--- src/rtl/bbo_pkg.sv ---
// Shared types and constants for the occupancy cell update block.
`default_nettype none
package bbo_pkg;

    typedef struct packed {
        logic        func;
        logic [15:0] cell_index;
        logic [1:0]  observation;
    } item_t;

    typedef struct packed {
        logic [15:0] false_positive_prob;
        logic [15:0] false_negative_prob;
        logic [15:0] prior_prob;
        logic [15:0] conf_ceiling;
    } cfg_t;

    typedef enum logic [1:0] {
        MODE_KEEP  = 2'd0,
        MODE_HIT   = 2'd1,
        MODE_CLEAR = 2'd2
    } mode_e;

    typedef enum logic [2:0] {
        REG_FALSE_POS = 3'd0,
        REG_FALSE_NEG = 3'd1,
        REG_PRIOR     = 3'd2,
        REG_MAX_CONF  = 3'd3,
        REG_ENABLE    = 3'd4
    } cfg_reg_e;

    localparam logic       FUNC_LOAD = 1'b0;
    localparam logic [1:0] OBS_CLEAR = 2'd1;
    localparam logic [1:0] OBS_HIT   = 2'd2;

    localparam int FQ_DEPTH = 4;
    localparam int FQ_AW    = 2;

endpackage
`default_nettype wire

--- src/rtl/bbo_front.sv ---
// Front end: accepts requests, drops those that produce nothing, queues the rest.
`default_nettype none
module bbo_front #(
    parameter int GRID_CELLS = 65536
) (
    input  wire logic           clk,
    input  wire logic           rst_n,
    input  wire logic           enabled,
    input  wire logic           push,
    output logic                full,
    input  wire bbo_pkg::item_t item_in,
    output logic                q_valid,
    output bbo_pkg::item_t      q_item,
    input  wire logic           q_pop
);
    import bbo_pkg::*;

    item_t            fq_mem [FQ_DEPTH];
    logic [FQ_AW-1:0] wr_ptr_reg;
    logic [FQ_AW-1:0] rd_ptr_reg;
    logic [FQ_AW:0]   cnt_reg;
    logic             keep;
    logic             wr_en;
    logic             rd_en;

    assign full    = (cnt_reg == (FQ_AW+1)'(FQ_DEPTH));
    assign q_valid = (cnt_reg != '0);
    assign q_item  = fq_mem[rd_ptr_reg];

    // out-of-grid cells and a disabled layer give no result at all
    assign keep  = enabled && (32'(item_in.cell_index) < 32'(GRID_CELLS));
    assign wr_en = push && !full && keep;
    assign rd_en = q_pop && q_valid;

    always_ff @(posedge clk)
    begin
        if (wr_en)
        begin
            fq_mem[wr_ptr_reg] <= item_in;
        end
    end

    always_ff @(posedge clk or negedge rst_n)
    begin
        if (!rst_n)
        begin
            wr_ptr_reg <= '0;
            rd_ptr_reg <= '0;
            cnt_reg    <= '0;
        end
        else
        begin
            if (wr_en)
            begin
                wr_ptr_reg <= wr_ptr_reg + 1'b1;
            end
            if (rd_en)
            begin
                rd_ptr_reg <= rd_ptr_reg + 1'b1;
            end
            if (wr_en && !rd_en)
            begin
                cnt_reg <= cnt_reg + 1'b1;
            end
            else if (!wr_en && rd_en)
            begin
                cnt_reg <= cnt_reg - 1'b1;
            end
        end
    end

endmodule
`default_nettype wire

--- config.mk ---
export PLATFORM = sky130hd
export DESIGN_NAME = bbo_front
export DESIGN_NICKNAME = d
export VERILOG_FILES = /design/src/rtl/bbo_pkg.sv /design/src/rtl/bbo_front.sv
export SDC_FILE = /design/constraint.sdc
export NUM_CORES = 1
export LEC_CHECK = 0
export BUFFER_PORTS_ARGS = -buffer_cell sky130_fd_sc_hd__buf_2
export CAP_MARGIN = 10
export CORE_MARGIN = 4
export CORE_UTILIZATION = 30
export CTS_CLUSTER_DIAMETER = 30
export DETAILED_ROUTE_END_ITERATION = 10
export MAX_ROUTING_LAYER = met4
export PLACE_DENSITY_LB_ADDON = 0.05
export SLEW_MARGIN = 20
export SYNTH_ARGS = -nofsm -noshare
export SYNTH_HDL_FRONTEND = slang
export SYNTH_SLANG_ARGS = --single-unit
--- constraint.sdc ---
create_clock -name clk -period 2 [get_ports clk]
set_input_delay 0.5 -clock clk [delete_from_list [all_inputs] [get_ports clk]]
set_output_delay 0.5 -clock clk [all_outputs]
set_load 0.05 [all_outputs]
==> impl_metrics.tcl <==
set metrics [dict create \
    status "finished with violations" \
    violations "negative setup slack" \
    grt_setup_unrepaired "yes" \
    setup_slack_ns -0.147 \
    grt_pass1_vias 1715 \
    hpwl_microns 4070 \
    core-area_sq_um 10300 \
    layout.nets 231 \
    num_ports 45 \
    grt_first_pass_wirelength_microns 9460 \
    final.setup_skew_ns 0.00651 \
    later_pin_clock_latency_in_the_skew_report_ns 0.35 \
    final_layout_size_suffix_gt1_frac 0.515 \
    share_of_total_power_in_combinational_logic 0.455 \
    postCtsSetupBuffers 0 \
    synth-seq-area-share 0.770 \
    critical_path_class "flip-flop to output pin" \
    timing.setup.tns_ns -2.30 \
    place.gp.congestion 0.757 \
    postSynthCellCount 134 \
    die_h_microns 111 \
    yosys.area.top_type_share 0.715 \
    place.port_buffers 44 \
    fillers 955 \
    timing.final.crit_period_ns 2.15 \
    maximum_vdd_ir_drop_mv 0.606 \
    timing.max_cap.violations 0 \
    timing.critical_path.fanout_max 12 \
    synth.distinct_cells 20 \
    placed_inst_area_sq_um 3690 \
    dp_worst_slack_ns 0.0600 \
    max_clock_freq_ghz 0.466 \
    synth_nets 164 \
    drt-pass1-iter-count 3 \
    tritoncts.num_buffers 9 \
    initial_core_util 0.309 \
    report.final.slew_viol_count 0 \
    power.leakage_nw 1.39 \
    wl_per_cell_microns 17.3 \
    area.growth.synth_to_final_pct 24.4 \
    n_antenna_cell 0 \
    drc 0 \
    power_frac_seq 0.374 \
    clkTransAtPathRegs_ns 0.08 \
    core.rowCount 37 \
    synthDominantAreaCellType "sky130_fd_sc_hd__edfxtp_1" \
    pwr-share-clk 0.171 \
    post-route-cell-area_sq_um 3970 \
    total_power_mw 5.98 \
    period_share 1.07 \
    totalWireLength_microns 5920 \
    floorplan.die.width_microns 111 \
    track_usage 0.106 \
    synthesis.yosys.warnings 0 \
    min-delay-path-class "input pin to flip-flop" \
    worst_setup_path_end_kind "output pin" \
    cts_tree "yes" \
    maximum_number_of_pins_on_one_net_before_global_route_repair 15 \
    slew-limit-headroom 0.827 \
    clockBufferDepth 2 \
    intPower_mw 3.70 \
    tightest_slew_ns 0.262 \
    h-tree-depth 3 \
    hold-worst-slack_ns 0.362 \
    cell_types_with_the_largest_area_share_after_synthesis "sky130_fd_sc_hd__edfxtp_1, sky130_fd_sc_hd__mux4_2, sky130_fd_sc_hd__dfrtp_1" \
    worstSetupStartpointType "flip-flop" \
    post_synth.cell_area_avg_sq_um 23.8 \
    antenna_violations_before_repair 0 \
    worst-endpoint-arrival_ns 1.65 \
    total_switching_power_mw 2.28 \
    largest_reg_flops 76 \
    floorplan.die_area_sq_um 12300 \
    clock_sink_count 83 \
    postSynthRegisterBits 83 \
    clockRootBuffer "sky130_fd_sc_hd__clkbuf_8" \
    worst_ep_required_time_ns 1.50 \
    overflow 0 \
    post_synth_instance_area_sq_um 3190 \
    dr.first_iter.drc_count 46 \
    p_per_area_nw_per_um2 1510 \
    power.share.switching 0.382 \
    num_vias 1501 \
    final_antenna_net_count 0 \
    hold_viol 0 \
    report.final.setup_viol 19 \
    vias_per_cell 4.39 \
]
power groups by stage:
stage	sequential, mW	combinational, mW	clock [mW]
global placement	2.26	2.46	0
global route	2.26	2.90	1.15
floorplan	2.28	1.85	0
CTS	2.24	2.79	1.06
detailed placement	2.28	2.50	0
finish	2.24	2.72	1.02
per-layer routing:
metal	track usage	wire, microns	vias up
met5	-	0	-
li1	-	-	677
met3	0.0393	226	8
met2	0.164	2980	31
met4	0.0341	61	0
met1	0.131	2660	785
synth_stat cells:
cell,instances
sky130_fd_sc_hd__and2_2,4
sky130_fd_sc_hd__buf_2,2
sky130_fd_sc_hd__buf_6,2
sky130_fd_sc_hd__dfrtp_1,7
sky130_fd_sc_hd__edfxtp_1,76
sky130_fd_sc_hd__fa_1,1
sky130_fd_sc_hd__ha_1,5
sky130_fd_sc_hd__inv_1,3
sky130_fd_sc_hd__mux2_2,1
sky130_fd_sc_hd__mux2_4,1
sky130_fd_sc_hd__mux4_2,19
sky130_fd_sc_hd__nand2_1,1
sky130_fd_sc_hd__nand2_4,1
sky130_fd_sc_hd__nand3_2,1
sky130_fd_sc_hd__nor2_1,1
sky130_fd_sc_hd__nor2_4,1
sky130_fd_sc_hd__nor3b_4,1
sky130_fd_sc_hd__or3_4,1
sky130_fd_sc_hd__xnor2_1,4
sky130_fd_sc_hd__xor2_1,2
final cells by class:
cell class,count,area (sq um),share of cell area
Sequential cell,83,2460,0.619
Multi-Input combinational cell,44,704,0.177
Timing Repair Buffer,60,458,0.115
Tap cell,136,170,0.0429
Clock buffer,9,124,0.0312
Clock inverter,7,43.8,0.0110
Inverter,3,11.3,0.00284
critical path, cell delays in order, from the launching register on:
cell,delay (ns)
sky130_fd_sc_hd__dfrtp_2,0.40
sky130_fd_sc_hd__buf_12,0.17
sky130_fd_sc_hd__mux4_2,0.54
sky130_fd_sc_hd__buf_6,0.18
stage by stage:
step | utilization | cells
4_1_cts | 0.384 | 342
6_report | 0.385 | 342
3_3_place_gp | 0.357 | 325
5_1_grt | 0.385 | 342
2_1_floorplan | - | 134
3_5_place_dp | 0.357 | 325
final timing paths:
| check | from | endpoint | slack, ns | depth (start not counted) |
|---|---|---|---|---|
| max in group asynchronous | rst_n | rd_ptr_reg[0] | 1.32 | 2 |
| min | item_in[7] | fq_mem[2][7] | 0.36 | 1 |
| max reg2reg | cnt_reg[1] | cnt_reg[2] | 0.10 | 8 |
| min reg2reg | cnt_reg[2] | cnt_reg[2] | 0.51 | 1 |
| max | rd_ptr_reg[0] | q_item[18] | -0.15 | 3 |
| min in group asynchronous | rst_n | cnt_reg[2] | 0.51 | 2 |
layout by cell type, fill, tap and decap left out, types with 2 or more instances in the layout:
master                       netlist  final
sky130_fd_sc_hd__clkbuf_8          0      9
sky130_fd_sc_hd__ha_1              5      4
sky130_fd_sc_hd__edfxtp_1         76     76
sky130_fd_sc_hd__inv_1             3      2
sky130_fd_sc_hd__xnor2_1           4      4
sky130_fd_sc_hd__and2_2            4      4
sky130_fd_sc_hd__buf_4             0     21
sky130_fd_sc_hd__buf_6             2     12
sky130_fd_sc_hd__clkinv_1          0      3
sky130_fd_sc_hd__xor2_1            2      2
sky130_fd_sc_hd__buf_2             2     24
sky130_fd_sc_hd__clkinvlp_4        0      2
sky130_fd_sc_hd__dfrtp_1           7      6
sky130_fd_sc_hd__mux4_2           19     19
cells by family (layout without fill, tap and decap cells):
logic type,count (synthesis),after routing,synth area share
xor gates and xnor gates,6,6,0.0165
buffers and inverters,7,79,0.0137
and+or+nand+nor,11,11,0.0314
adders and majority gates,6,6,0.0259
DFF,83,83,0.770
muxes,21,21,0.142
what timing repair did:
action	in CTS	in global routing
pin swaps	0	4
hold buffers	1	0
hold endpoints to repair	7	0
gates resized for setup	33	3
setup endpoints to repair	19	21
Power figures use the tool's default switching activity.
